[src/rtl/gradient_noise_2d_top_assert.svh]
// ----------------------------------------------------------------------------
// Gradient noise assertion macros
// Property wrappers for the gradient noise block. Simulation builds get the
// checks. Synthesis builds get empty macros.
// ----------------------------------------------------------------------------
`ifndef GRADIENT_NOISE_2D_TOP_ASSERT_SVH
`define GRADIENT_NOISE_2D_TOP_ASSERT_SVH

`ifndef SYNTHESIS
// The consequent must hold in the same cycle as the antecedent.
`define GN2_ASSERT_SAME(lbl, ante, cons) \
  lbl: assert property (@(posedge clk) disable iff (rst) (ante) |-> (cons)) \
    else $error("gn2 same-cycle check failed");
// The consequent must hold in the cycle after the antecedent.
`define GN2_ASSERT_NEXT(lbl, ante, cons) \
  lbl: assert property (@(posedge clk) disable iff (rst) (ante) |=> (cons)) \
    else $error("gn2 next-cycle check failed");
`else
`define GN2_ASSERT_SAME(lbl, ante, cons)
`define GN2_ASSERT_NEXT(lbl, ante, cons)
`endif

`endif

[src/rtl/gn2_pkg.sv]
// ----------------------------------------------------------------------------
// Gradient noise package
// Formats, hash constants, pipeline depth and the quarter-wave gradient table
// that are shared by the gradient noise modules.
// ----------------------------------------------------------------------------
package gn2_pkg;

  // Fixed-point formats.
  localparam int ANGLE_BITS = 10;
  localparam int FRAC_BITS  = 16;
  localparam int INT_BITS   = 16;
  localparam int XY_W       = 32;
  localparam int OUT_W      = 16;

  // Gradient magnitude (Q1.14, up to 16384), signed gradient, and dot product.
  localparam int QW  = 15;
  localparam int GW  = QW + 1;
  localparam int NW  = 17;
  localparam int QSZ = 1 << (ANGLE_BITS - 2);

  // Rounding constant for a shift by FRAC_BITS.
  localparam int ROUND_HALF = 1 << (FRAC_BITS - 1);

  // Pipeline depth: the input register through the output register.
  localparam int NSTG = 11;

  // Hash multipliers.
  localparam logic [XY_W-1:0] HASH_K1 = 32'd3284157443;
  localparam logic [XY_W-1:0] HASH_K2 = 32'd1911520717;
  localparam logic [XY_W-1:0] HASH_K3 = 32'd2048419325;

  // Two pi in Q30.
  localparam longint unsigned TWO_PI_Q30 = 64'd6746518852;

  typedef logic [XY_W-1:0]           hash_t;
  typedef logic [3:0][XY_W-1:0]      hash4_t;
  typedef logic [FRAC_BITS-1:0]      frac_t;
  typedef logic [1:0][FRAC_BITS-1:0] frac2_t;
  typedef logic [FRAC_BITS:0]        wgt_t;
  typedef logic [1:0][FRAC_BITS:0]   wgt2_t;
  typedef logic [INT_BITS-1:0]       cell_t;
  typedef logic signed [GW-1:0]      grad_t;
  typedef logic [3:0][NW-1:0]        dot4_t;
  typedef logic [NSTG-1:0]           stage_en_t;
  typedef logic [QW-1:0]             qsin_tab_t [QSZ+1];

  // Swap the two 16-bit halves of a word.
  function automatic hash_t rot16(input hash_t v);
    return {v[15:0], v[31:16]};
  endfunction

  // Sine in Q14 of 2*pi*r/2^ANGLE_BITS for r in the first quarter, from a
  // truncated Taylor series in Q30. Used only while building the table.
  function automatic logic [QW-1:0] quarter_sin(input int unsigned r);
    longint unsigned theta;
    longint unsigned t2;
    longint unsigned term;
    longint          sum;
    theta = (64'(r) * TWO_PI_Q30) >> ANGLE_BITS;
    t2    = (theta * theta) >> 30;
    term  = theta;
    sum   = $signed(theta);
    term  = ((term * t2) >> 30) / 6;
    sum   = sum - $signed(term);
    term  = ((term * t2) >> 30) / 20;
    sum   = sum + $signed(term);
    term  = ((term * t2) >> 30) / 42;
    sum   = sum - $signed(term);
    term  = ((term * t2) >> 30) / 72;
    sum   = sum + $signed(term);
    term  = ((term * t2) >> 30) / 110;
    sum   = sum - $signed(term);
    term  = ((term * t2) >> 30) / 156;
    sum   = sum + $signed(term);
    term  = ((term * t2) >> 30) / 210;
    sum   = sum - $signed(term);
    if (sum < 0) begin
      sum = 0;
    end
    return QW'(($unsigned(sum) + 64'd32768) >> 16);
  endfunction

  function automatic qsin_tab_t build_qsin();
    qsin_tab_t tab;
    for (int r = 0; r <= QSZ; r++) begin
      tab[r] = quarter_sin(r);
    end
    return tab;
  endfunction

  // Quarter-wave sine magnitudes, angle 0 through pi/2 inclusive.
  localparam qsin_tab_t QSIN_TAB = build_qsin();

  // Signed Q1.14 sine of table angle k, by quarter-wave symmetry.
  function automatic grad_t grad_lut(input logic [ANGLE_BITS-1:0] k);
    logic [1:0]            q;
    logic [ANGLE_BITS-2:0] r;
    grad_t                 m;
    q = k[ANGLE_BITS-1 -: 2];
    r = {1'b0, k[ANGLE_BITS-3:0]};
    if (q[0]) begin
      r = (ANGLE_BITS-1)'(QSZ) - r;
    end
    m = {1'b0, QSIN_TAB[r]};
    return q[1] ? -m : m;
  endfunction

endpackage

[src/rtl/gn2_weight.sv]
// ----------------------------------------------------------------------------
// Gradient noise smoothstep weights
// Computes 3w^2-2w^3 for the x and y fractions over two stages
// (pipeline stages 1 and 2).
// ----------------------------------------------------------------------------
module gn2_weight (
  input  logic              clk,
  input  gn2_pkg::stage_en_t en,
  input  gn2_pkg::frac2_t   f,
  output gn2_pkg::wgt2_t    s
);

  localparam int F = gn2_pkg::FRAC_BITS;

  gn2_pkg::frac2_t sq;
  gn2_pkg::frac2_t sq_next;
  gn2_pkg::frac2_t f_s1;
  gn2_pkg::wgt2_t  s_next;

  // Stage 1: square of the fraction, back in Q.F.
  always_comb begin
    logic [2*F-1:0] fsq;
    for (int i = 0; i < 2; i++) begin
      fsq        = (2*F)'(f[i]) * (2*F)'(f[i]);
      sq_next[i] = fsq[F +: F];
    end
  end

  always_ff @(posedge clk) begin
    if (en[1]) begin
      sq   <= sq_next;
      f_s1 <= f;
    end
  end

  // Stage 2: multiply by (3 - 2w), giving a weight in 0..1 inclusive.
  always_comb begin
    logic [F+1:0]   tw;
    logic [2*F+1:0] prod;
    for (int i = 0; i < 2; i++) begin
      tw        = (F+2)'(3 << F) - (F+2)'({f_s1[i], 1'b0});
      prod      = (2*F+2)'(sq[i]) * (2*F+2)'(tw);
      s_next[i] = prod[F +: F+1];
    end
  end

  always_ff @(posedge clk) begin
    if (en[2]) begin
      s <= s_next;
    end
  end

endmodule

[config.mk]
export PLATFORM = sky130hd
export DESIGN_NAME = gn2_weight
export DESIGN_NICKNAME = d
export VERILOG_FILES = /design/src/rtl/gradient_noise_2d_top_assert.svh /design/src/rtl/gn2_pkg.sv /design/src/rtl/gn2_weight.sv
export SDC_FILE = /design/constraint.sdc
export NUM_CORES = 2
export LEC_CHECK = 0
export ABC_AREA = 1
export CORE_ASPECT_RATIO = 1.75
export CORE_UTILIZATION = 46
export CTS_BUF_LIST = sky130_fd_sc_hd__clkbuf_2
export DETAILED_ROUTE_END_ITERATION = 10
export DONT_BUFFER_PORTS = 1
export RECOVER_POWER = 50
export SLEW_MARGIN = 20
export SYNTH_ARGS = -nofsm -noshare
export SYNTH_HDL_FRONTEND = slang
export SYNTH_SLANG_ARGS = --single-unit
[constraint.sdc]
create_clock -name clk -period 11.5 [get_ports clk]
set_input_delay 2.3 -clock clk [delete_from_list [all_inputs] [get_ports clk]]
set_output_delay 2.3 -clock clk [all_outputs]
set_load 0.02 [all_outputs]
==> After elaboration in Yosys (flattened, before gate mapping) <==
Index checks and enable logic that the tools add are counted.
{ "word_totals": {"regBits": 98, "latch_bits": 0, "ram_bits": 0, "rom_bits": 0, "in_bits": 44, "output_inout_bits": 34, "elab_cells": 12, "memories": 0} }
{ "op_classes": {"add_sub_neg": 2, "n_mul": 4, "div_mod_pow": 0, "order_cmp": 0, "eq_ne": 0, "n_shift": 0, "n_mux": 0, "n_bitwise": 0, "n_reduce_logical": 0} }
{ "op_table": {"columns": ["op", "count"], "rows": [
  ["16-bit by 18-bit multiplier with 33-bit output", 2],
  ["16-bit by 16-bit multiplier with 32-bit output", 2],
  ["18-bit by 17-bit subtractor with 18-bit output, first input constant", 2]
]} }

==> Logic depth before layout (Yosys ltp) <==
{ "depth": {"word_depth": 2, "mapped_depth": 34, "depth_no_buf": 31} }

==> Least setup slack after synthesis <==
Ideal clock, no wire load.
{ "synth_path": {"path_type": "input-to-reg", "from": "input f[13] (netlist name)", "to": "register sq[5] (netlist name) (data pin)", "setup_ns": 0.252, "arrival_time_ns": 7.238, "t_required_ns": 11.248, "path_slack_ns": 4.009, "path_stages": 24, "path_buffers": 2, "path_cell_list": "clkbuf_1 buf_1 nand2_1 fa_1 inv_1 fa_1 inv_1 fa_1 inv_1 fa_1 inv_1 fa_1 inv_1 fa_1 ha_1 nand2_1 inv_1 a21oi_1 a21boi_0 nand2_1 nand2_1 nand2_1 nand2_1 nand2_1"} }
{ "synth_lines": {"columns": ["item", "line", "source"], "rows": [
  ["start: declaration", "gn2_weight.sv:9", "input gn2_pkg::frac2_t f,"],
  ["end signal: assignment", "gn2_weight.sv:31", "sq <= sq_next;"],
  ["end: declaration", "gn2_weight.sv:15", "gn2_pkg::frac2_t sq;"]
]} }

==> summary.md <==
| Metric | Value |
|---|---|
| Top cell type by total area after synthesis | `fa_1` |
| Total grt overflow | `0` |
| Sum Neg Setup Slack | `0 ps` |
| Sequential Area | `0.00294 mm²` |
| Via count | `30067` |
| Reg2reg setup slack | `3820 ps` |
| Wl on met1 | `36000 µm` |
| Status | `finished clean` |
| Synth Area in Compound Gates | `3.41%` |
| Largest family of logic cells by synthesized area | `adder cells` |
| Crit path launch | `f_s1[0]` |
| Routed vias/inst | `5.07` |
| Rel. slew slack | `34.9%` |
| HPWL Detailed | `82800 µm` |
| Drc violations | `0` |
| CTS resizes | `0` |
| Crit. End Element | `register` |
| HP Start | `f_s1[0]` |
| RSZ-0062 raised after global routing | `false` |
| Die height | `382 µm` |
| Chip width | `219 µm` |
| Number of global-route vias before repair | `32611` |
| Layout cells sized above 1 | `1.44%` |
| CP arrival | `8450 ps` |
| Yosys warns | `0` |
| Top sig layer | `met4` |
| Worst path max stage delay | `680 ps` |
| Global-route usage over all layers | `25.1%` |
| EDFF count, synth | `98` |
| DR WL/cell | `16.7 µm` |
| Post-layout min period | `7680 ps` |
| HP Class | `register to register` |
| Syn Std Cell Area | `0.0379 mm²` |
| Fin crit share | `66.8%` |
| Synth Area in XOR/XNOR | `1.01%` |
| Routed WL | `99000 µm` |
| Final Hold Violating Endpoints | `0` |
| Max frequency | `130 MHz` |
| Critical path type | `register to register` |
| FILL cells | `8319` |
| Hold Crit Depth | `6` |
| Mean Syn Cell Area | `7.64 µm²` |
| Clk_lat worst skew | `960 ps` |
| Top post-synthesis cells by count | `1477 x inv_1, 1194 x nand2_1, 740 x fa_1` |
| Post-CTS setup buffer count | `0` |
| Synth Flop Type | `edfxtp_1` |
| Clk root buf | `clkbuf_2` |
| Multi-input logic area | `0.0289 mm²` |
| Fin nets | `6048` |
| Post-Synth Adder-Cell Area | `52.2%` |
| 1st-iter DRT viols | `1468` |
| Worst reg2reg path depth | `25` |
| Area grow syn2layout | `2.71%` |
| Inserted Clock Buffers | `9` |
| Io pins | `78` |
| CTS tree | `built` |
| Gate Count Post-Synth | `4965` |
| Origin of the critical flop-to-flop path | `f_s1[0]` |
| Async set or reset register ratio after synthesis | `0%` |
| WL met2 | `54000 µm` |
| Port Buffers | `0` |
| Remaining antenna violation count | `0` |
| Core box area | `0.0819 mm²` |
| Clock Pin Slew Worst Setup and Hold Paths | `380 ps` |
| Area share of the largest cell type after synthesis | `39.1%` |
| Detailed-router iteration count before antenna repair | `6` |
| Synth unique cells | `47` |
| CTS Buffer Depth | `2` |
| Final-report setup violation count | `0` |
| CP Launch Type | `register` |
| Die Area | `0.0837 mm²` |
| FP Rows | `139` |
| Effective utilization at floorplan | `46.3%` |
| Max cap viols | `0` |
| CTS H-tree depth | `3` |
| Slew Limit Fails | `0` |
| Placer Congestion | `0.937` |
| Slowest CP cell | `nand3_1` |
| Worst Skew | `85.6 ps` |
| WP data required | `12270 ps` |
| Initial antenna violation count | `3` |
| FF+latch count, synth | `98` |
| First-pass GRT wire length | `163000 µm` |
| # hold bufs at CTS | `0` |
| TritonCTS Sinks | `98` |
| Seq/Total Area, Yosys | `7.76%` |
| Most used cell along the critical path | `nand2_1` |
| Synth Net Count | `6146` |
| Mux contribution to synthesized area | `0%` |
| Largest cells by area after synthesis | `fa_1 39%, inv_1 15%, ha_1 13%` |
| WL met3 | `4370 µm` |
| Largest net degree at the start of global routing | `65` |
| CP Max Fanout | `19` |
| Count leader, synth | `inv_1` |
| Worst slew pin tran | `977 ps` |
| Simple-Gate Fraction of Synth Area | `19.6%` |
[placed cells by master, fill, tap and decap left out, types with 6 or more instances in the layout]
master | Yosys | routed
inv_1 | 1477 | 1477
nand2_1 | 1194 | 1194
fa_1 | 740 | 740
ha_1 | 397 | 397
nor2_1 | 377 | 377
nand3_1 | 148 | 148
a21oi_1 | 138 | 138
edfxtp_1 | 98 | 98
o21ai_0 | 74 | 74
nand4_1 | 35 | 35
xor2_1 | 26 | 26
nor3_1 | 25 | 25
o21bai_1 | 20 | 20
xnor2_1 | 16 | 16
nand2_2 | 9 | 9
clkinv_1 | 8 | 9
clkbuf_2 | 1 | 9
or2_2 | 8 | 8
nor2_2 | 7 | 7
inv_2 | 6 | 6
nor4_1 | 6 | 6
[state kept, by name (all words and copies together), names as in the netlist]
name  flops
f_s1     32
s        34
sq       32
[layout make-up]
class                   instances  share of cell area [%]
clock buffers                   9                   0.116
well taps                    1057                    3.39
flip-flops and latches         98                    7.55
repair buffers                  5                  0.0964
inverters                    1493                    14.4
clock inverters                 7                   0.212
diodes                          5                  0.0321
multi-input cells            3260                    74.2
[stage by stage]
| stage | area [µm²] | instances | setup WS, ps | hold WS, ps | utilization (%) |
|---|---|---|---|---|---|
| after floorplan | 37900 | 4965 | 4010 | 889 | - |
| after global placement | 38800 | 5913 | 3920 | 1150 | 47.4 |
| after detailed placement | 38800 | 5913 | 3820 | 1140 | 47.4 |
| after CTS | 38900 | 5929 | 3850 | 1120 | 47.5 |
| after global routing | 39000 | 5933 | 3460 | 1210 | 47.6 |
| final | 39000 | 5934 | 3820 | 1140 | 47.6 |
[metal layers]
| layer | up-vias | track usage, % |
|---|---|---|
| met4 | 0 | 11.6 |
| li1 | 14179 | - |
| met3 | 251 | 2.37 |
| met1 | 14816 | 27.4 |
| met5 | - | 0 |
| met2 | 821 | 48.0 |
[path summary, 6_finish.rpt]
check	to
worst max register to register	s[16]
worst max-delay path	s[16]
worst min-delay path	s[5]
worst min register to register	s[5]
[worst max-delay path: cells and delay by family (launching register included)]
kind,cells,cell delay [ps]
buffers and inverters,5,850
flip-flops,1,430
AO/OA/AOI/OAI,1,340
AND/OR/NAND/NOR,12,2530
adder cells (fa/ha/maj),7,3390
[cells by family (layout without fill, tap and decap cells)]
group / count (synthesis) / after routing
simple gates: 1836 / 1836
xor+xnor: 43 / 43
buf+inv: 1607 / 1514
compound gates: 244 / 244
flops: 98 / 98
fa+ha+maj: 1137 / 1137
other cells: 0 / 5
Power is not shown: default switching activity piles up to over one toggle a cycle in this logic, so the estimate is an artifact.
