`config.mk`:
```
export PLATFORM = sky130hd
export DESIGN_NAME = gn2_blend
export DESIGN_NICKNAME = d
export VERILOG_FILES = /design/src/rtl/gradient_noise_2d_top_assert.svh /design/src/rtl/gn2_pkg.sv /design/src/rtl/gn2_blend.sv
export SDC_FILE = /design/constraint.sdc
export NUM_CORES = 2
export LEC_CHECK = 0
export BUFFER_PORTS_ARGS = -buffer_cell sky130_fd_sc_hd__buf_2
export CORE_MARGIN = 2
export CORE_UTILIZATION = 60
export DETAILED_ROUTE_END_ITERATION = 10
export PLACE_DENSITY = 0.83
export SKIP_LAST_GASP = 1
export SYNTH_ARGS = -nofsm -noshare
export SYNTH_HDL_FRONTEND = slang
export SYNTH_SLANG_ARGS = --single-unit
```
`constraint.sdc`:
```
create_clock -name clk -period 26.5 [get_ports clk]
set_input_delay 2.65 -clock clk [delete_from_list [all_inputs] [get_ports clk]]
set_output_delay 2.65 -clock clk [all_outputs]
set_load 0.02 [all_outputs]
```
`src/rtl/gradient_noise_2d_top_assert.svh`:
```
// ----------------------------------------------------------------------------
// Gradient noise assertion macros
// Property wrappers for the gradient noise block. Simulation builds get the
// checks. Synthesis builds get empty macros.
// ----------------------------------------------------------------------------
`ifndef GRADIENT_NOISE_2D_TOP_ASSERT_SVH
`define GRADIENT_NOISE_2D_TOP_ASSERT_SVH

`ifndef SYNTHESIS
// The consequent must hold in the same cycle as the antecedent.
`define GN2_ASSERT_SAME(lbl, ante, cons) \
  lbl: assert property (@(posedge clk) disable iff (rst) (ante) |-> (cons)) \
    else $error("gn2 same-cycle check failed");
// The consequent must hold in the cycle after the antecedent.
`define GN2_ASSERT_NEXT(lbl, ante, cons) \
  lbl: assert property (@(posedge clk) disable iff (rst) (ante) |=> (cons)) \
    else $error("gn2 next-cycle check failed");
`else
`define GN2_ASSERT_SAME(lbl, ante, cons)
`define GN2_ASSERT_NEXT(lbl, ante, cons)
`endif

`endif

```
`src/rtl/gn2_pkg.sv`:
```
// ----------------------------------------------------------------------------
// Gradient noise package
// Formats, hash constants, pipeline depth and the quarter-wave gradient table
// that are shared by the gradient noise modules.
// ----------------------------------------------------------------------------
package gn2_pkg;

  // Fixed-point formats.
  localparam int ANGLE_BITS = 10;
  localparam int FRAC_BITS  = 16;
  localparam int INT_BITS   = 16;
  localparam int XY_W       = 32;
  localparam int OUT_W      = 16;

  // Gradient magnitude (Q1.14, up to 16384), signed gradient, and dot product.
  localparam int QW  = 15;
  localparam int GW  = QW + 1;
  localparam int NW  = 17;
  localparam int QSZ = 1 << (ANGLE_BITS - 2);

  // Rounding constant for a shift by FRAC_BITS.
  localparam int ROUND_HALF = 1 << (FRAC_BITS - 1);

  // Pipeline depth: the input register through the output register.
  localparam int NSTG = 11;

  // Hash multipliers.
  localparam logic [XY_W-1:0] HASH_K1 = 32'd3284157443;
  localparam logic [XY_W-1:0] HASH_K2 = 32'd1911520717;
  localparam logic [XY_W-1:0] HASH_K3 = 32'd2048419325;

  // Two pi in Q30.
  localparam longint unsigned TWO_PI_Q30 = 64'd6746518852;

  typedef logic [XY_W-1:0]           hash_t;
  typedef logic [3:0][XY_W-1:0]      hash4_t;
  typedef logic [FRAC_BITS-1:0]      frac_t;
  typedef logic [1:0][FRAC_BITS-1:0] frac2_t;
  typedef logic [FRAC_BITS:0]        wgt_t;
  typedef logic [1:0][FRAC_BITS:0]   wgt2_t;
  typedef logic [INT_BITS-1:0]       cell_t;
  typedef logic signed [GW-1:0]      grad_t;
  typedef logic [3:0][NW-1:0]        dot4_t;
  typedef logic [NSTG-1:0]           stage_en_t;
  typedef logic [QW-1:0]             qsin_tab_t [QSZ+1];

  // Swap the two 16-bit halves of a word.
  function automatic hash_t rot16(input hash_t v);
    return {v[15:0], v[31:16]};
  endfunction

  // Sine in Q14 of 2*pi*r/2^ANGLE_BITS for r in the first quarter, from a
  // truncated Taylor series in Q30. Used only while building the table.
  function automatic logic [QW-1:0] quarter_sin(input int unsigned r);
    longint unsigned theta;
    longint unsigned t2;
    longint unsigned term;
    longint          sum;
    theta = (64'(r) * TWO_PI_Q30) >> ANGLE_BITS;
    t2    = (theta * theta) >> 30;
    term  = theta;
    sum   = $signed(theta);
    term  = ((term * t2) >> 30) / 6;
    sum   = sum - $signed(term);
    term  = ((term * t2) >> 30) / 20;
    sum   = sum + $signed(term);
    term  = ((term * t2) >> 30) / 42;
    sum   = sum - $signed(term);
    term  = ((term * t2) >> 30) / 72;
    sum   = sum + $signed(term);
    term  = ((term * t2) >> 30) / 110;
    sum   = sum - $signed(term);
    term  = ((term * t2) >> 30) / 156;
    sum   = sum + $signed(term);
    term  = ((term * t2) >> 30) / 210;
    sum   = sum - $signed(term);
    if (sum < 0) begin
      sum = 0;
    end
    return QW'(($unsigned(sum) + 64'd32768) >> 16);
  endfunction

  function automatic qsin_tab_t build_qsin();
    qsin_tab_t tab;
    for (int r = 0; r <= QSZ; r++) begin
      tab[r] = quarter_sin(r);
    end
    return tab;
  endfunction

  // Quarter-wave sine magnitudes, angle 0 through pi/2 inclusive.
  localparam qsin_tab_t QSIN_TAB = build_qsin();

  // Signed Q1.14 sine of table angle k, by quarter-wave symmetry.
  function automatic grad_t grad_lut(input logic [ANGLE_BITS-1:0] k);
    logic [1:0]            q;
    logic [ANGLE_BITS-2:0] r;
    grad_t                 m;
    q = k[ANGLE_BITS-1 -: 2];
    r = {1'b0, k[ANGLE_BITS-3:0]};
    if (q[0]) begin
      r = (ANGLE_BITS-1)'(QSZ) - r;
    end
    m = {1'b0, QSIN_TAB[r]};
    return q[1] ? -m : m;
  endfunction

endpackage

```
`src/rtl/gn2_blend.sv`:
```
// ----------------------------------------------------------------------------
// Gradient noise interpolation
// Blends the four corner values along x and then along y with the smoothstep
// weights, and saturates to Q2.14 (pipeline stages 7 to 10).
// ----------------------------------------------------------------------------
module gn2_blend (
  input  logic                       clk,
  input  gn2_pkg::stage_en_t          en,
  input  gn2_pkg::dot4_t             n,
  input  gn2_pkg::wgt_t              sx,
  input  gn2_pkg::wgt_t              sy,
  output logic [gn2_pkg::OUT_W-1:0]  noise_value
);

  localparam int F  = gn2_pkg::FRAC_BITS;
  localparam int NW = gn2_pkg::NW;
  localparam int BW = NW + 1 + F + 2;
  localparam logic signed [BW-1:0] RND  = BW'(gn2_pkg::ROUND_HALF);
  localparam logic signed [NW:0]   VMAX = (NW+1)'((1 << (gn2_pkg::OUT_W - 1)) - 1);
  localparam logic signed [NW:0]   VMIN = -VMAX - (NW+1)'(1);

  logic signed [BW-1:0] pr [2];
  logic signed [BW-1:0] pr_next [2];
  logic signed [NW-1:0] base_s7 [2];
  gn2_pkg::wgt_t        sy_s7;
  gn2_pkg::wgt_t        sy_s8;
  logic signed [NW-1:0] row [2];
  logic signed [NW-1:0] row_next [2];
  logic signed [BW-1:0] py;
  logic signed [BW-1:0] py_next;
  logic signed [NW-1:0] row0_s9;
  logic [gn2_pkg::OUT_W-1:0] noise_next;

  // Stage 7: corner differences along x times the x weight.
  always_comb begin
    logic signed [NW:0]  d;
    logic signed [F+1:0] w;
    w = $signed({1'b0, sx});
    for (int r = 0; r < 2; r++) begin
      d          = (NW+1)'($signed(n[2*r+1])) - (NW+1)'($signed(n[2*r]));
      pr_next[r] = d * w;
    end
  end

  always_ff @(posedge clk) begin
    if (en[7]) begin
      pr         <= pr_next;
      base_s7[0] <= $signed(n[0]);
      base_s7[1] <= $signed(n[2]);
      sy_s7      <= sy;
    end
  end

  // Stage 8: round the step and add it to the left corner of each row.
  always_comb begin
    logic signed [BW-1:0] t;
    logic signed [NW:0]   v;
    for (int r = 0; r < 2; r++) begin
      t           = pr[r] + RND;
      v           = (NW+1)'(base_s7[r]) + $signed(t[F +: NW+1]);
      row_next[r] = v[NW-1:0];
    end
  end

  always_ff @(posedge clk) begin
    if (en[8]) begin
      row   <= row_next;
      sy_s8 <= sy_s7;
    end
  end

  // Stage 9: row difference along y times the y weight.
  always_comb begin
    logic signed [NW:0]  d;
    logic signed [F+1:0] w;
    w       = $signed({1'b0, sy_s8});
    d       = (NW+1)'(row[1]) - (NW+1)'(row[0]);
    py_next = d * w;
  end

  always_ff @(posedge clk) begin
    if (en[9]) begin
      py      <= py_next;
      row0_s9 <= row[0];
    end
  end

  // Stage 10: final rounding step and saturation into the output register.
  always_comb begin
    logic signed [BW-1:0] t;
    logic signed [NW:0]   v;
    t = py + RND;
    v = (NW+1)'(row0_s9) + $signed(t[F +: NW+1]);
    if (v > VMAX) begin
      noise_next = VMAX[gn2_pkg::OUT_W-1:0];
    end else if (v < VMIN) begin
      noise_next = VMIN[gn2_pkg::OUT_W-1:0];
    end else begin
      noise_next = v[gn2_pkg::OUT_W-1:0];
    end
  end

  always_ff @(posedge clk) begin
    if (en[10]) begin
      noise_value <= noise_next;
    end
  end

endmodule

```
======== After elaboration in Yosys (flattened, before gate mapping) ========
Memories as Yosys holds them, arrays and structs flattened.
Index checks and enable logic that the tools add are counted.
storage, ports and cells
  flip-flop bits (word level) ............. 201
  RAM bits ................................ 34
  bits of input ports ..................... 114
  word-level logic and storage cells ...... 27
  memories ................................ 1
cells by class
  add/sub/neg operators ................... 9
  multipliers ............................. 3
  order comparisons ....................... 2
  mux-type cells .......................... 3
memory list
  memory   words  width  read ports  clocked after Yosys merged registers in  write ports  line             text
  base_s7  2      17     2           0                                        2            gn2_blend.sv:24  logic signed [NW-1:0] base_s7 [2];
operators by type and width
  operator                                                       number
  adder 33 x 17 -> 33 bit (second input constant)                2
  multiplier 18 x 18 -> 33 bit                                   2
  subtractor 17 x 17 -> 18 bit                                   3
  adder 17 bit                                                   2
  adder 34 x 17 -> 34 bit (second input constant)                1
  multiplier 18 x 18 -> 34 bit                                   1
  adder 17 x 18 -> 18 bit                                        1
  > comparator 18 x 16 -> 1 bit (second input constant)          1
  less-than comparator 18 x 16 -> 1 bit (second input constant)  1
  two-way mux 16 bit                                             1
  two-way mux 1 bit                                              2

======== Logic depth before layout (Yosys ltp) ========
  word-level depth ........................ 4
  mapped depth ............................ 35
  gate-level depth less buffers ........... 34

======== Worst setup path before layout ========
No wires, ideal clock.
  kind .................................... in2reg
  from .................................... in n[36] (netlist name)
  to ...................................... reg pr[32] (netlist name) (data pin)
  data arrival time ....................... 10125 ps
  path slack .............................. 16118 ps
  cell stages on the path ................. 32
  buffers on the path ..................... 1
  cell sequence ........................... inv_1 ha_1 nor2b_1 o2111ai_2 a31oi_1 a41o_1 or4_1 a31oi_1 o21bai_1 xnor2_2 buf_4 nand2_1 fa_1 fa_1 fa_1 inv_1 fa_1 fa_1 inv_1 fa_1 inv_1 ha_1 a21o_1 a21o_1 a21oi_1 o21a_1 o31ai_2 a211oi_2 nor3_1 a2111oi_2 xnor3_1 xnor2_1
RTL lines
  item                  line             text
  from (decl)           gn2_blend.sv:9   input gn2_pkg::dot4_t n,
  to (signal assigned)  gn2_blend.sv:47  pr <= pr_next;
  to (decl)             gn2_blend.sv:22  logic signed [BW-1:0] pr [2];

==> run_results.csv <==
group,metric,value,unit
outcome,status,"finished clean",
critical_path,critPathArrivalTime,11.45,ns
layout,n_antenna_cell,0,
sta,fin_tns_setup,0,ns
clock_network,numCtsBuffers,17,
layout,drive_above_1_share,5.460,%
sta,finalMaxSlewViolations,0,
critical_path,critPathMaxFanout,17,
global_routing,grt_pass1_vias,33230,
place,port_buffers,122,
sta,worst_pin_slew,1.128,ns
clock_network,ctsRootBufferMaster,"clkbuf_16",
floorplan,ios,130,
clock_network,cts_max_level,4,
routing,routedWlPerCell,17.80,um
floorplan,die_x,272.1,um
clock_network,cts_tree,"built",
sta,timing.final.crit_share,42.30,%
synth,synth_top_area_cell,"fa_1",
global_routing,track_usage,28.19,%
routing,vias_per_cell,5.444,
sta,rsz0062_at_grt,"no",
floorplan,coreArea,71360,sq um
routing,drt-total-wl,98.40,mm
synth,yosys_warnings,0,
sta,setup_viol_count_final,0,
synth,yosys_most_used_dff,"edfxtp_1",
critical_path,required,26.75,ns
global_routing,grt_overflow,0,
routing,vias,30100,
clock_network,clk_pin_slew_worst_paths,0.07,ns
synth,synth_most_common_cell,"inv_1",
synth,synth_commonest_cells,"inv_1, fa_1, nand2_1",
clock_network,postCtsSetupRepairBufs,0,
sta,hold_ws,0.4208,ns
routing,dr.pass1.iters,5,
sta,period_minus_slack,11.21,ns
layout,fin_area,45350,sq um
global_routing,grt_pass1_wl,163.8,mm
synth,synth_top_area_share,40.25,%
clock_network,numClockSinks,190,
synth,synth.net_count,5865,
synth,ys_ff_latch,190,
critical_path,cpPeakStageDelay,0.76,ns
routing,drtIter0Drc,1771,
clock_network,ctsLongestPathBuffers,2,
global_routing,antenna_found_initial,2,
routing,ant_nets,0,
synth,synthTopCellsByArea,"fa_1, edfxtp_1, ha_1",
sta,clock_skew,0.01065,ns
layout,area_growth,5.177,%
flow_run,maxCapViolCount,0,
synth,ys_async_sr_fraction,0,%
synth,synth_edf_count,190,
routing,drc,0,
clock_network,post_cts_resized,0,
sta,relSlewSlack,24.83,%
synth,ys_seq_area_share,13.23,%
critical_path,worstSetupEndpointType,"flip-flop",
layout,fin_util,63.55,%
floorplan,start_util,60.42,%
global_routing,grt_max_degree,77,
floorplan,placementRows,98,
floorplan,die-area,74020,sq um
sta,hold_viol_final,0,
critical_path,path_class,"primary input to flip-flop",
layout,finalNetCount,5895,
synth,syn_inst,4536,
floorplan,dieHeight,272.1,um
synth,syn_avg_cell_area,9.506,sq um
place,place_area,44770,sq um
critical_path,crit_top_cell,"fa_1",
critical_path,worst_setup_path_start_kind,"primary input",
place,hpwl,77.32,mm
synth,synth.distinct_cells,82,
synth,synth_area,43120,sq um
critical_path,crit_path_top_delay_cell,"xnor2_2",
clock_network,cts_hold_buf,0,
sta,fmax,89.22,MHz
place,place.gp.congestion,0.9623,
clock_network,clk_latency,0.49,ns
hold_path,worstHoldPathType,"flip-flop to flip-flop",
[per-stage QoR]
stage | std cells | worst slack (ns)
2_1_floorplan | 4536 | 16.12
3_3_place_gp | 5497 | 15.01
3_5_place_dp | 5497 | 14.82
4_1_cts | 5529 | 15.33
5_1_grt | 5529 | 14.80
6_report | 5529 | 15.29
[metal layers]
| layer | vias up | GRT usage (%) | part of all wire, % | routed length (um) |
|---|---|---|---|---|
| met5 | - | 0 | 0.028 | 28 |
| met4 | 4 | 14.39 | 5.3 | 5236 |
| met3 | 253 | 4.646 | 7.0 | 6866 |
| met2 | 1107 | 48.71 | 50 | 48840 |
| met1 | 15140 | 34.22 | 38 | 37420 |
| li1 | 13600 | - | - | - |
[layout by cell type (no fill, tap or decap), types with 38 or more instances in the layout]
cell type / synthesis / final
xor2_1: 62 / 57
a21o_1: 40 / 40
nor2b_1: 97 / 97
buf_2: 7 / 121
ha_1: 348 / 348
fa_1: 867 / 867
o21a_1: 40 / 40
nor2_1: 100 / 100
a21oi_1: 83 / 81
inv_1: 1146 / 1146
nand3_1: 43 / 43
nor3_1: 38 / 38
nand2_1: 483 / 483
xnor2_1: 175 / 161
o21ai_0: 50 / 50
buf_4: 1 / 41
edfxtp_1: 190 / 190
and2_1: 400 / 400
[final timing paths]
path,start,endpoint,slack (ns),cells past startpoint
min reg2reg,sy_s7[0]$_DFFE_PP_,sy_s8[0]$_DFFE_PP_,0.42,0
min,sy_s7[0]$_DFFE_PP_,sy_s8[0]$_DFFE_PP_,0.42,0
max,n[51],pr[32]$_DFFE_PP_,15.29,33
max reg2reg,row[17]$_DFFE_PP_,py[32]$_DFFE_PP_,16.91,31
[registers in the layout, summed over array words and instances, names as in the netlist]
| name | flops |
|---|---|
| base_s7 | 34 |
| noise_value | 16 |
| pr | 36 |
| py | 19 |
| row | 34 |
| row0_s9 | 17 |
| sy_s7 | 17 |
| sy_s8 | 17 |
[final cells by class]
cell class / instances / area [sq um]
inverters: 1146 / 4302
repair buffers: 162 / 913.4
clock buffers: 17 / 425.4
fillers: 5628 / 26010
flip-flops and latches: 190 / 5705
clock inverters: 15 / 150.1
multi-input cells: 3049 / 32670
well taps: 950 / 1189
[logic make-up (layout without fill, tap and decap cells)]
family,after synthesis,count (layout),synth area share [%]
simple gates,1270,1270,14.95
flops,190,190,13.23
buf+inv,1297,1340,11.36
compound gates,319,319,4.991
fa+ha+maj,1218,1218,50.42
xor+xnor,242,242,5.043
[critical path: cells and delay by family]
| kind | cells | cell delay (ns) |
|---|---|---|
| fa+ha+maj | 9 | 3.81 |
| simple gates | 4 | 0.89 |
| xor+xnor | 3 | 1.24 |
| compound gates | 12 | 2.53 |
| buf+inv | 5 | 0.30 |
Power is left out: the tool's default activity adds up to more than one toggle a clock period on the data nets, which glitch-free logic cannot reach.
